<file path="src/rtl/assert_macros.svh">
// Assertion macros used by the top-level RTL file.
// Depends on nothing; the including file supplies clock and reset names.
`ifndef ASSERT_MACROS_SVH
`define ASSERT_MACROS_SVH

// Check a property on every rising edge outside reset.
`define ASSERT_CLK(lbl, clk_s, rstn_s, prop) \
  lbl: assert property (@(posedge clk_s) disable iff (!rstn_s) prop) \
    else $error("assertion failed");

// Check that a condition never holds outside reset.
`define ASSERT_NEVER(lbl, clk_s, rstn_s, cond) \
  lbl: assert property (@(posedge clk_s) disable iff (!rstn_s) !(cond)) \
    else $error("forbidden condition seen");

`endif

</file>
<file path="src/rtl/asn1tc_pkg.sv">
// Types, constants and helper functions of the ASN.1 time string parser.
// Depends on nothing; used by the step, result and top-level modules.
`timescale 1ns / 1ps

package asn1tc_pkg;

  localparam int POS_W = 6;
  localparam int ACC_W = 14;
  localparam logic [POS_W-1:0] POS_MAX = 6'd63;

  localparam logic [POS_W-1:0] DATE_LEN_GEN = 6'd14;
  localparam logic [POS_W-1:0] DATE_LEN_UTC = 6'd12;
  localparam logic [POS_W-1:0] UTC_SEC_POS  = 6'd10;

  localparam logic [7:0] CH_DOT   = 8'h2E;
  localparam logic [7:0] CH_Z     = 8'h5A;
  localparam logic [7:0] CH_PLUS  = 8'h2B;
  localparam logic [7:0] CH_MINUS = 8'h2D;
  localparam logic [7:0] CH_ZERO  = 8'h30;
  localparam logic [7:0] CH_NINE  = 8'h39;

  localparam logic [ACC_W-1:0] UTC_PIVOT = 14'd49;
  localparam logic [ACC_W-1:0] YEAR_1900 = 14'd1900;
  localparam logic [ACC_W-1:0] YEAR_MIN  = 14'd2000;
  localparam logic [ACC_W-1:0] YEAR_MAX  = 14'd2099;

  localparam logic signed [13:0] ZONE_NONE  = 14'sd2047;
  localparam logic signed [13:0] ZONE_LIMIT = 14'sd1440;

  typedef enum logic [1:0] {
    PH_DATE,
    PH_FRAC,
    PH_ZONE,
    PH_END
  } phase_t;

  typedef enum logic [1:0] {
    ZK_NONE,
    ZK_Z,
    ZK_PLUS,
    ZK_MINUS
  } zone_kind_t;

  // Running parse state; the fraction is kept already scaled to milliseconds
  // and the zone as separate hour and minute digit pairs.
  typedef struct packed {
    logic [POS_W-1:0]         pos;
    phase_t                   phase;
    logic [5:0][ACC_W-1:0]    acc;
    logic [9:0]               frac_ms;
    logic [2:0]               frac_cnt;
    logic [6:0]               zone_hh;
    logic [6:0]               zone_mm;
    logic [2:0]               zone_cnt;
    zone_kind_t               zone_kind;
    logic                     fmt_err;
  } parse_state_t;

  localparam parse_state_t PARSE_RESET = '{
    pos:       '0,
    phase:     PH_DATE,
    acc:       '0,
    frac_ms:   '0,
    frac_cnt:  '0,
    zone_hh:   '0,
    zone_mm:   '0,
    zone_cnt:  '0,
    zone_kind: ZK_NONE,
    fmt_err:   1'b0
  };

  typedef struct packed {
    logic [13:0]        year;
    logic [6:0]         month;
    logic [6:0]         day_of_month;
    logic [6:0]         hour;
    logic [6:0]         minute;
    logic [6:0]         second;
    logic [29:0]        nanosecond;
    logic signed [13:0] zone_offset;
    logic               time_ok;
  } result_t;

  // Days in a month, index 0 for January; February allows the leap day.
  function automatic logic [4:0] month_days(input logic [3:0] idx);
    logic [4:0] days;
    unique case (idx)
      4'd1:                      days = 5'd29;
      4'd3, 4'd5, 4'd8, 4'd10:   days = 5'd30;
      default:                   days = 5'd31;
    endcase
    return days;
  endfunction

endpackage

</file>
<file path="src/rtl/asn1tc_step.sv">
// Next-state logic for one character of the time string.
// Depends on asn1tc_pkg.
`timescale 1ns / 1ps

module asn1tc_step #(
  parameter int MAX_CHARS = 32
) (
  input  asn1tc_pkg::parse_state_t st,
  input  logic                     gen,
  input  logic [7:0]               ch,
  input  logic                     last,
  output asn1tc_pkg::parse_state_t nxt
);
  import asn1tc_pkg::*;

  localparam logic [POS_W-1:0] OVERLONG_POS = POS_W'(MAX_CHARS - 1);

  logic                   is_dig;
  logic [3:0]             dig;
  logic [POS_W-1:0]       date_len;
  logic [3:0]             pos_lo;
  logic [2:0]             fsel;
  logic [ACC_W-1:0]       acc_sel;
  logic [ACC_W+3:0]       mac_full;
  logic [9:0]             ms_add;
  logic [2:0]             zone_cnt_inc;

  // Character after the date or the fraction: dot, Z, sign or an error.
  function automatic parse_state_t apply_suffix(input parse_state_t s,
                                                input logic [7:0] c,
                                                input logic g,
                                                input logic dot_ok);
    parse_state_t r;
    r = s;
    priority if (c == CH_DOT && g && dot_ok) begin
      r.phase = PH_FRAC;
    end else if (c == CH_Z) begin
      r.zone_kind = ZK_Z;
      r.phase     = PH_END;
    end else if (c == CH_PLUS || c == CH_MINUS) begin
      r.zone_kind = (c == CH_PLUS) ? ZK_PLUS : ZK_MINUS;
      r.phase     = PH_ZONE;
    end else begin
      r.fmt_err = 1'b1;
      r.phase   = PH_END;
    end
    return r;
  endfunction

  assign is_dig   = (ch >= CH_ZERO) && (ch <= CH_NINE);
  assign dig      = ch[3:0];
  assign date_len = gen ? DATE_LEN_GEN : DATE_LEN_UTC;
  assign pos_lo   = st.pos[3:0];

  // Pick the date field that this position feeds.
  always_comb begin
    logic [2:0] f;
    if (gen) begin
      f = (pos_lo < 4'd4) ? 3'd0 : 3'((pos_lo - 4'd2) >> 1);
    end else begin
      f = 3'(pos_lo >> 1);
    end
    fsel = (f > 3'd5) ? 3'd5 : f;
  end

  // Multiply the selected field by ten and add the digit.
  assign acc_sel  = st.acc[fsel];
  assign mac_full = (ACC_W+4)'({acc_sel, 3'b000}) + (ACC_W+4)'({acc_sel, 1'b0})
                  + (ACC_W+4)'(dig);

  // Weight of a fraction digit in milliseconds.
  always_comb begin
    unique case (st.frac_cnt[1:0])
      2'd0:    ms_add = 10'(dig) * 10'd100;
      2'd1:    ms_add = 10'(dig) * 10'd10;
      default: ms_add = 10'(dig);
    endcase
  end

  assign zone_cnt_inc = st.zone_cnt + 3'd1;

  always_comb begin
    nxt = st;
    if (st.pos >= OVERLONG_POS && !last) begin
      nxt.fmt_err = 1'b1;
    end

    unique case (st.phase)
      PH_DATE: begin
        if (st.pos >= date_len || (!gen && st.pos == UTC_SEC_POS && !is_dig)) begin
          nxt = apply_suffix(nxt, ch, gen, 1'b1);
        end else if (is_dig) begin
          nxt.acc[fsel] = mac_full[ACC_W-1:0];
        end else begin
          nxt.fmt_err = 1'b1;
        end
      end
      PH_FRAC: begin
        if (is_dig) begin
          if (st.frac_cnt < 3'd3) begin
            nxt.frac_ms = st.frac_ms + ms_add;
          end
          if (st.frac_cnt != 3'd7) begin
            nxt.frac_cnt = st.frac_cnt + 3'd1;
          end
        end else if (st.frac_cnt == 3'd0) begin
          nxt.fmt_err = 1'b1;
          nxt.phase   = PH_END;
        end else begin
          nxt = apply_suffix(nxt, ch, gen, 1'b0);
        end
      end
      PH_ZONE: begin
        if (is_dig) begin
          if (st.zone_cnt < 3'd2) begin
            nxt.zone_hh = 7'(10'({st.zone_hh, 3'b000}) + 10'({st.zone_hh, 1'b0})
                             + 10'(dig));
          end else begin
            nxt.zone_mm = 7'(10'({st.zone_mm, 3'b000}) + 10'({st.zone_mm, 1'b0})
                             + 10'(dig));
          end
          nxt.zone_cnt = zone_cnt_inc;
          if (zone_cnt_inc >= 3'd4) begin
            nxt.phase = PH_END;
          end
        end else begin
          nxt.fmt_err = 1'b1;
          nxt.phase   = PH_END;
        end
      end
      default: begin
        nxt.fmt_err = 1'b1;
      end
    endcase

    // Advance the position, saturating at the top.
    if (st.pos != POS_MAX) begin
      nxt.pos = st.pos + POS_W'(1);
    end
  end

endmodule

</file>
<file path="src/rtl/asn1tc_result.sv">
// Result fields and calendar checks from the state after the last character.
// Depends on asn1tc_pkg.
`timescale 1ns / 1ps

module asn1tc_result (
  input  asn1tc_pkg::parse_state_t s,
  input  logic                     gen,
  output asn1tc_pkg::result_t      res
);
  import asn1tc_pkg::*;

  logic [POS_W-1:0]    date_len;
  logic                err_end;
  logic [ACC_W-1:0]    yr0;
  logic [ACC_W-1:0]    year;
  logic [ACC_W-1:0]    month;
  logic [ACC_W-1:0]    day;
  logic [3:0]          mon_idx;
  logic [12:0]         zone_mag;
  logic signed [13:0]  offset;
  logic                date_ok;
  logic                day_ok;
  logic                clock_ok;
  logic                zone_ok;
  logic                leap;

  assign date_len = gen ? DATE_LEN_GEN : DATE_LEN_UTC;

  // Flag format errors and strings that stop inside the date, right after the dot or in a zone.
  assign err_end = s.fmt_err
                 | (s.phase == PH_DATE
                    && !(s.pos == date_len || (!gen && s.pos == UTC_SEC_POS)))
                 | (s.phase == PH_FRAC && s.frac_cnt == 3'd0)
                 | (s.phase == PH_ZONE);

  // Expand a two-digit year around the pivot.
  assign yr0 = s.acc[0];
  always_comb begin
    if (gen) begin
      year = yr0;
    end else if (yr0 > UTC_PIVOT) begin
      year = yr0 + YEAR_1900;
    end else begin
      year = yr0 + YEAR_MIN;
    end
  end

  // Build the zone offset in minutes.
  assign zone_mag = 13'(s.zone_hh) * 13'd60 + 13'(s.zone_mm);
  always_comb begin
    unique case (s.zone_kind)
      ZK_Z:     offset = '0;
      ZK_PLUS:  offset = (s.zone_cnt >= 3'd4) ? 14'(zone_mag) : ZONE_NONE;
      ZK_MINUS: offset = (s.zone_cnt >= 3'd4) ? -14'(zone_mag) : ZONE_NONE;
      default:  offset = ZONE_NONE;
    endcase
  end

  // Calendar checks; inside 2000..2099 a leap year is one divisible by four.
  assign month    = s.acc[1];
  assign day      = s.acc[2];
  assign mon_idx  = 4'(month - 14'd1);
  assign leap     = (year[1:0] == 2'b00);
  assign date_ok  = !err_end && year >= YEAR_MIN && year <= YEAR_MAX
                  && month >= 14'd1 && month <= 14'd12;
  assign day_ok   = day >= 14'd1 && day <= 14'(month_days(mon_idx))
                  && !(month == 14'd2 && !leap && day > 14'd28);
  assign clock_ok = s.acc[3] <= 14'd23 && s.acc[4] <= 14'd59 && s.acc[5] <= 14'd59;
  assign zone_ok  = (offset == ZONE_NONE) || (offset >= -ZONE_LIMIT && offset <= ZONE_LIMIT);

  always_comb begin
    res.year         = year;
    res.month        = month[6:0];
    res.day_of_month = day[6:0];
    res.hour         = s.acc[3][6:0];
    res.minute       = s.acc[4][6:0];
    res.second       = s.acc[5][6:0];
    res.nanosecond   = (s.frac_cnt >= 3'd1 && s.frac_cnt <= 3'd3)
                     ? 30'(30'(s.frac_ms) * 30'd1000000) : '0;
    res.zone_offset  = offset;
    res.time_ok      = date_ok && day_ok && clock_ok && zone_ok;
  end

endmodule

</file>
<file path="src/rtl/asn1_time_string_to_calendar_top.sv">
// Top level of the ASN.1 time string parser: input register, parse state, result register.
// Depends on asn1tc_pkg, asn1tc_step, asn1tc_result and assert_macros.svh.
//
//   channel | ports                                   | direction
//   --------+-----------------------------------------+----------
//   in      | in_valid, in_stall, in_req_type/ch/last | into block
//   out     | out_valid, out_stall, out_* fields      | out of block
//
// One character is taken every cycle while in_stall is low. A character is
// held in the input register, then updates the parse state; the last one
// loads the result register, which drives the out_* fields.
// Synchronous reset clears the parse state at once; no clearing pass.
// A stalled result blocks input only when the held character is a last one.
`timescale 1ns / 1ps
`include "assert_macros.svh"

module asn1_time_string_to_calendar_top #(
  parameter int MAX_CHARS = 32
) (
  input  logic               clk,
  input  logic               rst_n,
  input  logic               in_valid,
  output logic               in_stall,
  input  logic               in_req_type,
  input  logic [7:0]         in_ch,
  input  logic               in_last,
  output logic               out_valid,
  input  logic               out_stall,
  output logic [13:0]        out_year,
  output logic [6:0]         out_month,
  output logic [6:0]         out_day_of_month,
  output logic [6:0]         out_hour,
  output logic [6:0]         out_minute,
  output logic [6:0]         out_second,
  output logic [29:0]        out_nanosecond,
  output logic signed [13:0] out_zone_offset,
  output logic               out_time_ok
);
  import asn1tc_pkg::*;

  logic         s1_valid_r, s1_valid_nxt;
  logic         s1_req_type_r;
  logic [7:0]   s1_ch_r;
  logic         s1_last_r;
  parse_state_t st_r, st_nxt;
  parse_state_t step_st;
  result_t      res;
  result_t      res_r;
  logic         out_valid_r, out_valid_nxt;
  logic         out_free;
  logic         advance;
  logic         in_take;

  // Process the held character unless its result has nowhere to go.
  assign out_free = !out_valid_r || !out_stall;
  assign advance  = s1_valid_r && (!s1_last_r || out_free);
  assign in_stall = s1_valid_r && !advance;
  assign in_take  = in_valid && !in_stall;

  asn1tc_step #(
    .MAX_CHARS(MAX_CHARS)
  ) u_step (
    .st   (st_r),
    .gen  (s1_req_type_r),
    .ch   (s1_ch_r),
    .last (s1_last_r),
    .nxt  (step_st)
  );

  asn1tc_result u_result (
    .s   (step_st),
    .gen (s1_req_type_r),
    .res (res)
  );

  // Next values of the control registers.
  always_comb begin
    s1_valid_nxt  = in_take ? 1'b1 : (advance ? 1'b0 : s1_valid_r);
    st_nxt        = st_r;
    if (advance) begin
      st_nxt = s1_last_r ? PARSE_RESET : step_st;
    end
    out_valid_nxt = out_valid_r;
    if (advance && s1_last_r) begin
      out_valid_nxt = 1'b1;
    end else if (out_valid_r && !out_stall) begin
      out_valid_nxt = 1'b0;
    end
  end

  always_ff @(posedge clk) begin
    if (!rst_n) begin
      s1_valid_r  <= 1'b0;
      st_r        <= PARSE_RESET;
      out_valid_r <= 1'b0;
    end else begin
      s1_valid_r  <= s1_valid_nxt;
      st_r        <= st_nxt;
      out_valid_r <= out_valid_nxt;
    end
  end

  // Hold the accepted character.
  always_ff @(posedge clk) begin
    if (in_take) begin
      s1_req_type_r <= in_req_type;
      s1_ch_r       <= in_ch;
      s1_last_r     <= in_last;
    end
  end

  // Load the result register on the last character.
  always_ff @(posedge clk) begin
    if (advance && s1_last_r) begin
      res_r <= res;
    end
  end

  assign out_valid        = out_valid_r;
  assign out_year         = res_r.year;
  assign out_month        = res_r.month;
  assign out_day_of_month = res_r.day_of_month;
  assign out_hour         = res_r.hour;
  assign out_minute       = res_r.minute;
  assign out_second       = res_r.second;
  assign out_nanosecond   = res_r.nanosecond;
  assign out_zone_offset  = res_r.zone_offset;
  assign out_time_ok      = res_r.time_ok;

  // Input blocks only behind a last character facing a stalled result.
  `ASSERT_CLK(a_stall_cause, clk, rst_n,
    in_stall |-> (s1_valid_r && s1_last_r && out_valid_r && out_stall))
  // Parse state starts over after every last character.
  `ASSERT_CLK(a_restart, clk, rst_n,
    (advance && s1_last_r) |=> (st_r.pos == '0 && st_r.phase == PH_DATE && !st_r.fmt_err))
  // A passing result has a month and a year in range.
  `ASSERT_CLK(a_ok_month, clk, rst_n,
    (out_valid && out_time_ok) |-> (out_month >= 7'd1 && out_month <= 7'd12))
  `ASSERT_CLK(a_ok_year, clk, rst_n,
    (out_valid && out_time_ok) |-> (out_year >= 14'd2000 && out_year <= 14'd2099))

endmodule
</file>
<file path="config.mk">
export PLATFORM = sky130hd
export DESIGN_NAME = asn1_time_string_to_calendar_top
export DESIGN_NICKNAME = d
export VERILOG_FILES = /design/src/rtl/asn1tc_pkg.sv /design/src/rtl/asn1tc_step.sv /design/src/rtl/asn1tc_result.sv /design/src/rtl/asn1_time_string_to_calendar_top.sv
export VERILOG_INCLUDE_DIRS = /design/src /design/src/rtl
export SDC_FILE = /design/constraint.sdc
export NUM_CORES = 1
export LEC_CHECK = 0
export ABC_AREA = 1
export BUFFER_PORTS_ARGS = -buffer_cell sky130_fd_sc_hd__clkbuf_2
export CORE_ASPECT_RATIO = 1.75
export CORE_UTILIZATION = 60
export CTS_CLUSTER_SIZE = 28
export DETAILED_ROUTE_END_ITERATION = 7
export PLACE_DENSITY = 0.86
export RECOVER_POWER = 100
export SETUP_SLACK_MARGIN = 0.15
export SYNTH_ARGS = -nofsm -noshare
export SYNTH_HDL_FRONTEND = slang
export SYNTH_SLANG_ARGS = --single-unit
</file>
<file path="constraint.sdc">
create_clock -name clk -period 9.32 [get_ports clk]
set_clock_uncertainty 0.05 [all_clocks]
set_input_delay 2.33 -clock clk [delete_from_list [all_inputs] [get_ports clk]]
set_output_delay 2.33 -clock clk [all_outputs]
set_load 0.005 [all_outputs]
</file>
# == Word level (Yosys, flattened, before mapping) ==
# Index checks and enable logic that the tools add are counted.
# classes
eq_ne,24
div_mod_pow,0
reduce_logical,55
order_cmp,27
bitwise_logic,3
shifts,0
multipliers,4
add_sub_neg,16
n_mux,56
# ops
op,n
case mux 97 bit (2 select lines),1
2-to-1 mux 84 bit,2
2-to-1 mux 125 bit,1
2-to-1 mux 86 bit,1
bitwise mux 84 bit,1
2-to-1 mux 14 bit,4
case mux 17 bit (3 select lines),1
binary-select mux 14 bit (select 3 bit),1
demux 14 bit (select 3 bit),1
case mux 14 bit (3 select lines),1
2-to-1 mux 13 bit,3
logical AND 1 bit,29
"adder 14 x 11 -> 14 bit, second input constant",2
">= comparator 14 x 1 -> 1 bit, second input constant",2
"<= comparator 14 x 12 -> 1 bit, second input constant",2
"<= comparator 14 x 6 -> 1 bit, second input constant",2
"equality test 8 x 6 -> 1 bit, second input constant",3
"multiplier 10 x 14 -> 24 bit, second input constant",1
2-to-1 mux 2 bit,10
case mux 10 bit (2 select lines),1
2-to-1 mux 3 bit,6
2-to-1 mux 17 bit,1
adder 14 bit,1
adder 14 x 4 -> 14 bit,1
other kinds (57),107
# totals
in_bits,14
latchBits,0
mem_bits_ro,0
ramBits,0
memories,0
out_inout_bits,96
register_bits,231
elab_cells,215

# == Logic depth before layout (Yosys ltp) ==
# Gate-level depths: netlist (run 1).
# logic_depth
word_depth,25
ltp_mapped,43
depth_no_buf,42

# == By module ==
# A second synthesis (run 1) with hierarchy kept.
# unflattened
hier_cells,2375
hier_area_um2,17694.5
# modules_own_cells
mod,n_inst,cells_per_inst,seq_area_each_um2,area_each_um2
asn1_time_string_to_calendar_top,1,661,5665.4,7493.4
asn1tc_result,1,907,0.0,5535.3
asn1tc_step,1,807,0.0,4665.7

# == Worst setup path before layout (run 1) ==
# OpenSTA, ideal clock, no wires.
# synth_timing
kind,register to register
start,register s1_ch_r[3]
end,"register res_r, in the netlist out_nanosecond[29] (data pin)"
path_stages_with_launch,33
path_slack_ns,2.495
required_time_ns,9.008
setup_ns,0.262
path_buffers,0
period_less_slack_ns,6.825
arrival_time_ns,6.513
path_cell_list,edfxtp_1 -> ha_1 -> ha_1 -> fa_1 -> a22o_1 -> ha_1 -> inv_1 -> nor2_1 -> o21ai_0 -> nand2_1 -> nand2_1 -> nand2_1 -> a21oi_1 -> a21oi_1 -> o21ai_0 -> xor2_1 -> inv_1 -> ha_1 -> inv_1 -> fa_1 -> fa_1 -> fa_1 -> inv_1 -> ha_1 -> nand2_1 -> o21ai_0 -> a21oi_1 -> o21ai_0 -> a31oi_1 -> o21ai_0 -> a21oi_1 -> o21bai_1 -> a21oi_1
# synth_between
elab_chain_cells,7
word_cells_on_any_way,14
classes_between,add/sub (1); mul (3); order compare (4); mux (4); reduce/logical (2)
# synth_lines
item,line,rtl
from (decl),asn1_time_string_to_calendar_top.sv:43,logic [7:0] s1_ch_r;
from (signal assigned),asn1_time_string_to_calendar_top.sv:107,s1_ch_r <= in_ch;
multiplier 4 x 5 -> 8 bit or multiplier 4 x 3 -> 7 bit (tied branches),"asn1tc_step.sv:74, asn1tc_step.sv:75",
case mux 10 bit (2 select lines),asn1tc_step.sv:73,unique case (st.frac_cnt[1:0])
adder 10 bit,asn1tc_step.sv:101,nxt.frac_ms = st.frac_ms + ms_add;
2-to-1 mux 10 bit,asn1tc_step.sv:100,if (st.frac_cnt < 3'd3) begin
2-to-1 mux 13 bit *,asn1tc_step.sv:99,if (is_dig) begin
case mux 97 bit (2 select lines) *,asn1tc_step.sv:88,unique case (st.phase)
multiplier 10 x 14 -> 24 bit,asn1tc_result.sv:79,? 30'(30'(s.frac_ms) * 30'd1000000) : '0;
to (signal assigned),asn1_time_string_to_calendar_top.sv:115,res_r <= res;
to (decl),asn1_time_string_to_calendar_top.sv:48,result_t res_r;
# Mark *: on every way between the ends. The rest lies on a longest branch, timed or not.
# A chain may end at the register's enable or synchronous reset.

==> flow_summary.json, run 1 <==
{
  "r2r_start": "s1_req_type_r$_DFFE_PP_",
  "ys_warn_count": 0,
  "areaGrowthSynthToFinish_pct": 8.09,
  "pre_cts_ws_ns": 1.60,
  "startpoint_type": "register",
  "ctsResizeCount": 0,
  "placed_area_um2": 18300,
  "drive_gt1_share_pct": 6.12,
  "cp-end-kind": "register",
  "first_iter_violations": 1156,
  "drv_cap": 6,
  "num_vias": 16300,
  "r2r-end": "out_time_ok$_DFFE_PP_",
  "synth_edf_count": 98,
  "synth-seq-cells": 225,
  "finalMaxSlewViolations": 358,
  "drtAntennaViolNets": 0,
  "synth_area_leaders": "edfxtp_1 17%, nand2_1 15%, dfxtp_1 15%",
  "io_buffers": 103,
  "synth_ff_type": "dfxtp_1",
  "fp.dieH_um": 228,
  "clkSlewWorstSetupHoldPaths_ns": 0.07,
  "crit_end": "out_time_ok$_DFFE_PP_",
  "clk_latency_ns": 0.54,
  "htree_levels": 1,
  "drt-pass1-iter-count": 7,
  "die_w_um": 131,
  "crit_arrival_ns": 8.67,
  "setup_ws_ns": 0.894,
  "finalSetupViolations": 0,
  "postCtsSetupBuffers": 0,
  "hold_viol": 0,
  "core_um2": 28600,
  "netlist.area_leader.share_pct": 16.8,
  "ctsHoldBuffers": 0,
  "nets": 2718,
  "dp_hpwl_um": 35500,
  "grt_max_degree": 87,
  "cp.required_ns": 9.56,
  "viasPerCell": 5.67,
  "violations": "capacitance limit, slew limit",
  "num_antenna_cells": 0,
  "overflow": 0,
  "synthArstFlopShare_pct": 0,
  "ff2ff_setup_slack_ns": 0.89,
  "rsz0062_at_grt": "no",
  "grt_antenna_before_repair": 0,
  "num_io_pins": 110,
  "power_density_nw_per_um2": 115,
  "post_drt_wl_per_cell_um": 16.4,
  "worst_slew_pin_slew_ns": 3.00,
  "tns_ns": 0,
  "syn_inst": 2412,
  "worstSetupStartpoint": "s1_req_type_r$_DFFE_PP_",
  "routed_wl_um": 47100,
  "leakagePower_nw": 9.16,
  "hp-class": "register to register",
  "yosys.area.top_type": "edfxtp_1",
  "clk_path_buf_depth": 3,
  "period_minus_slack_ns": 8.43,
  "peakVddDrop_mv": 0.114,
  "grt_pass1_wl_um": 76000,
  "cts_tree": "done",
  "post-route-drc-count": 0,
  "final_util_pct": 66.0,
  "core.rowCount": 82,
  "ff2ff_path_depth": 27,
  "max_clock_freq_mhz": 119,
  "whs_ns": 0.415,
  "cts.sinks": 225,
  "slew_headroom_pct": -99.9,
  "grt_pass1_vias": 16100,
  "grt_use_total_pct": 32.2,
  "die_area_um2": 29800,
  "synthesis.area_um2": 17500,
  "path_max_fanout": 23,
  "whs_path_depth": 2,
  "start_util_pct": 61.1,
  "status": "finished, violations left",
  "final_area_um2": 18900,
  "cts_buffers": 22,
  "ys_types": 49,
  "yosysSeqAreaShare_pct": 31.4,
  "routabilityCongestion": 0.962,
  "ctsRootBufferMaster": "clkbuf_16",
  "finalCritPeriodShare_pct": 90.4,
  "syn_area_per_cell_um2": 7.25,
  "path_class": "register to register"
}
-- registers in the layout, summed over array words and instances (netlist names), 7 cells and up --
name              cells
out_day_of_month      7
out_hour              7
out_minute            7
out_month             7
out_nanosecond       24
out_second            7
out_year             14
out_zone_offset      14
s1_ch_r               8
st_r                125
-- how the worst min path moves through the flow --
stage,to,startpoint
finish,st_r[116]$_SDFFE_PN0P_,st_r[116]$_SDFFE_PN0P_
CTS,st_r[46]$_SDFFE_PN0P_,st_r[46]$_SDFFE_PN0P_
global placement,st_r[46]$_SDFFE_PN0P_,st_r[46]$_SDFFE_PN0P_
global route,st_r[116]$_SDFFE_PN0P_,st_r[116]$_SDFFE_PN0P_
floorplan,st_r[46]$_SDFFE_PN0P_,st_r[46]$_SDFFE_PN0P_
detailed placement,st_r[46]$_SDFFE_PN0P_,st_r[46]$_SDFFE_PN0P_
-- layout by cell type (no fill, tap or decap), types with 6 or more instances in the layout --
cell type,Yosys,layout
a21oi_1,186,187
nor2_1,150,151
nand2_2,9,8
o21a_1,8,8
xor2_1,34,34
inv_1,357,357
o22ai_1,22,22
a31oi_1,9,9
xnor2_1,17,17
nor3_1,10,11
fa_1,46,46
o21bai_1,7,7
clkbuf_1,51,72
or2_2,27,27
nand2_1,678,680
nand3_1,149,150
ha_1,172,172
nand3b_1,7,7
clkbuf_16,0,23
conb_1,1,6
nand4_1,24,24
dfxtp_1,127,127
clkbuf_2,0,43
edfxtp_1,98,98
o21ai_0,126,130
-- worst max-delay path: stages (launching register included) --
cell,delay (ns)
edfxtp_1,0.60
inv_1,0.59
nor2_1,0.12
a21oi_1,0.62
nand2_1,0.54
clkbuf_1,0.63
nand2_1,0.19
o21ai_0,0.10
o21ai_0,0.58
fa_1,0.61
fa_1,0.52
xor2_1,0.60
inv_1,0.33
o21ai_2,0.44
ha_1,0.29
nand2_1,0.07
nand2_1,0.06
nor2_1,0.04
nand3_1,0.12
nor2_4,0.08
nand2_4,0.15
nand2_1,0.07
nand3_1,0.06
o21ai_0,0.16
o21ai_1,0.25
nor2_1,0.08
a21oi_1,0.15
nor2_1,0.06
-- stage by stage --
step	std cells	total power [mW]
floorplan	2417	1.17
global placement	2840	1.21
detailed placement	2840	1.22
CTS	2880	2.18
global route	2880	2.23
finish	2880	2.18
-- layout make-up --
class	count	area (um2)
multi-input combinational	1754	10300
clock inverter	15	196
clock buffer	25	583
tap	378	473
fill	2481	9730
inverter	365	1370
sequential	225	5490
timing repair buffer	118	515
-- power breakdown --
part           internal [mW]  switching [mW]  total (mW)
registers               1.04         0.00815        1.05
logic                 0.0397           0.110       0.150
clock network          0.567           0.416       0.983
total                   1.64           0.534        2.18
-- metal layers --
metal / routed length [um] / vias up / GRT usage, %
li1: - / 7922 / -
met1: 16900 / 7540 / 33.3
met2: 23700 / 660 / 56.5
met3: 2860 / 201 / 4.92
met4: 3660 / 0 / 24.9
met5: 0 / - / 0
-- cells by family (layout without fill, tap and decap cells) --
family,Yosys count,count (layout),synth area share [%]
AND/OR/NAND/NOR,1085,1085,26.4
buffers and inverters,438,523,9.79
other,1,6,0.0215
adder cells (fa/ha/maj),218,218,17.6
AO/OA/AOI/OAI,394,394,12.3
flip-flops,225,225,31.4
XOR/XNOR,51,51,2.56
-- cell usage after synthesis, types with 10 or more instances --
cell type	n
nand4_1	24
dfxtp_1	127
a21oi_1	186
nand3_1	149
clkbuf_1	51
nand2_1	678
xnor2_1	17
ha_1	172
inv_1	357
fa_1	46
nor2_1	150
nor3_1	10
o22ai_1	22
o21ai_0	126
or2_2	27
xor2_1	34
edfxtp_1	98
buf_4	10
No activity file was read; power rests on OpenSTA's default activity.
==> inputs of run 2 (changes only) <==
==> constraint.sdc (replaced) <==
create_clock -name clk -period 8.4 [get_ports clk]
set_clock_uncertainty 0.05 [all_clocks]
set_input_delay 2.1 -clock clk [delete_from_list [all_inputs] [get_ports clk]]
set_output_delay 2.1 -clock clk [all_outputs]
set_load 0.005 [all_outputs]
==> flow_summary.json, run 2 (synthesis gave the netlist of run 1 again) <==
{
  "ff2ff_setup_slack_ns": 0.56,
  "drtAntennaViolNets": 0,
  "power_density_nw_per_um2": 132,
  "worst_path_most_repeated_cell": "nand2_1",
  "htree_levels": 1,
  "switchingPower_mw": 0.596,
  "nets": 2727,
  "finalSetupViolations": 0,
  "mostFrequentLayoutCell": "nand2_1",
  "rsz0062_at_grt": "no",
  "num_antenna_cells": 0,
  "die_area_um2": 29800,
  "switching_share_pct": 23.6,
  "core_um2": 28600,
  "finalCritPeriodShare_pct": 93.3,
  "cp_slowest_stage_delay_ns": 0.66,
  "postCtsSetupBuffers": 0,
  "post-route-drc-count": 0,
  "cts.sinks": 225,
  "peakVddDrop_mv": 0.148,
  "post_drt_wl_per_cell_um": 16.3,
  "hold_viol": 0,
  "slew_headroom_pct": -105,
  "cp_slowest_cell": "edfxtp_1",
  "start_util_pct": 61.1,
  "period_minus_slack_ns": 7.84,
  "routed_wl_um": 47000,
  "areaGrowthSynthToFinish_pct": 8.90,
  "min-delay-start": "st_r[116]$_SDFFE_PN0P_",
  "max_clock_freq_mhz": 128,
  "cp-end-kind": "register",
  "core.rowCount": 82,
  "wl_met3_um": 2840,
  "drive_gt1_share_pct": 6.33,
  "die_w_um": 131,
  "grt_pass1_vias": 16000,
  "whs_path_depth": 2,
  "clkSlewWorstSetupHoldPaths_ns": 0.06,
  "r2r-end": "out_time_ok$_DFFE_PP_",
  "startpoint_type": "register",
  "top_layer_used": "met4",
  "fp.dieH_um": 228,
  "drv_cap": 5,
  "num_vias": 16300,
  "placed_cells": 2848,
  "grt_pass1_wl_um": 75800,
  "finalMaxSlewViolations": 263,
  "routabilityCongestion": 0.963,
  "grt_use_total_pct": 32.1,
  "num_io_pins": 110,
  "ctsRootBufferMaster": "clkbuf_16",
  "grt_antenna_before_repair": 0,
  "pwr-share-comb_pct": 6.8,
  "largest-register": "st_r",
  "violations": "capacitance limit, slew limit",
  "seqPwrFrac_pct": 46.1,
  "r2r_start": "s1_req_type_r$_DFFE_PP_",
  "intPower_mw": 1.92,
  "ff2ff_path_depth": 34,
  "path_max_fanout": 20,
  "met2_wirelength_um": 23700,
  "io_buffers": 103,
  "fin_cells": 2890,
  "viasPerCell": 5.66,
  "pre_cts_ws_ns": 0.682,
  "final_util_pct": 66.5,
  "status": "finished, violations left",
  "drt-pass1-iter-count": 6,
  "leakagePower_nw": 9.23,
  "dp_hpwl_um": 35600,
  "setup_ws_ns": 0.565,
  "cts_tree": "done",
  "hp-class": "register to register",
  "crit_arrival_ns": 8.07,
  "final_cell_mix": "681 x nand2_1, 357 x inv_1, 186 x a21oi_1",
  "fillCellCount": 2418,
  "p_clk_share_pct": 47.1,
  "overflow": 0,
  "worst_slew_pin_slew_ns": 3.08,
  "clk_path_buf_depth": 3,
  "cts_buffers": 23,
  "grt_max_degree": 68,
  "tns_ns": 0,
  "clk_latency_ns": 0.53,
  "largest_register_ffs": 125,
  "drt-met1-wl_um": 16900,
  "whs_endpoint": "st_r[116]$_SDFFE_PN0P_",
  "cp.required_ns": 8.64,
  "path_class": "register to register",
  "first_iter_violations": 1209
}
run 2: cell type report:
type	instances	area, um2	area share (%)
clock buffers	26	587	3.08
clock inverters	16	280	1.47
inverters	365	1370	7.21
multi-input cells	1754	10300	54.0
flip-flops and latches	225	5490	28.8
well taps	378	473	2.48
repair buffers	126	561	2.94
run 2: worst max path at each step:
stage	from	endpoint	slack, ns	cells past startpoint
after floorplan	s1_ch_r[3]$_DFFE_PP_	out_nanosecond[29]$_SDFFCE_PN0P_	1.58	32
after global placement	s1_ch_r[3]$_DFFE_PP_	out_nanosecond[29]$_SDFFCE_PN0P_	1.05	32
after detailed placement	s1_ch_r[3]$_DFFE_PP_	out_nanosecond[29]$_SDFFCE_PN0P_	0.68	33
after CTS	s1_ch_r[3]$_DFFE_PP_	out_nanosecond[29]$_SDFFCE_PN0P_	0.65	33
after global routing	s1_req_type_r$_DFFE_PP_	out_time_ok$_DFFE_PP_	0.14	34
final	s1_req_type_r$_DFFE_PP_	out_time_ok$_DFFE_PP_	0.56	34
run 2: power by group through the flow:
stage	Clock, mW	Combinational (mW)	Sequential, mW
after floorplan	0	0.110	1.18
after global placement	0	0.168	1.18
after detailed placement	0	0.171	1.19
after CTS	1.20	0.172	1.16
after global routing	1.24	0.185	1.16
final	1.19	0.171	1.16
run 2: critical path: cells and delay by family, from the launching register on:
| kind | cells | cell delay (ns) |
|---|---|---|
| compound gates | 5 | 1.34 |
| xor+xnor | 1 | 0.35 |
| fa+ha+maj | 3 | 1.16 |
| buf+inv | 4 | 1.26 |
| flops | 1 | 0.66 |
| simple gates | 21 | 2.75 |
run 2: through the flow:
step	power (mW)	hold slack (ns)	area [um2]
2_1_floorplan	1.29	0.391	17500
3_3_place_gp	1.35	0.398	18300
3_5_place_dp	1.36	0.404	18300
4_1_cts	2.53	0.417	19200
5_1_grt	2.58	0.431	19000
6_report	2.52	0.417	19000
run 2: routing by layer:
metal / vias up / GRT usage, %
met3: 212 / 4.53
met2: 653 / 56.2
met5: - / 0
li1: 7963 / -
met1: 7520 / 34.1
met4: 0 / 23.6
run 2: timing repair:
| item | 4_1_cts | 5_1_grt |
|---|---|---|
| hold buffers | 0 | 0 |
| endpoints found under the setup margin | 0 | 2 |
| endpoints found under the hold margin | 0 | 0 |
| resized for setup | 0 | 2 |
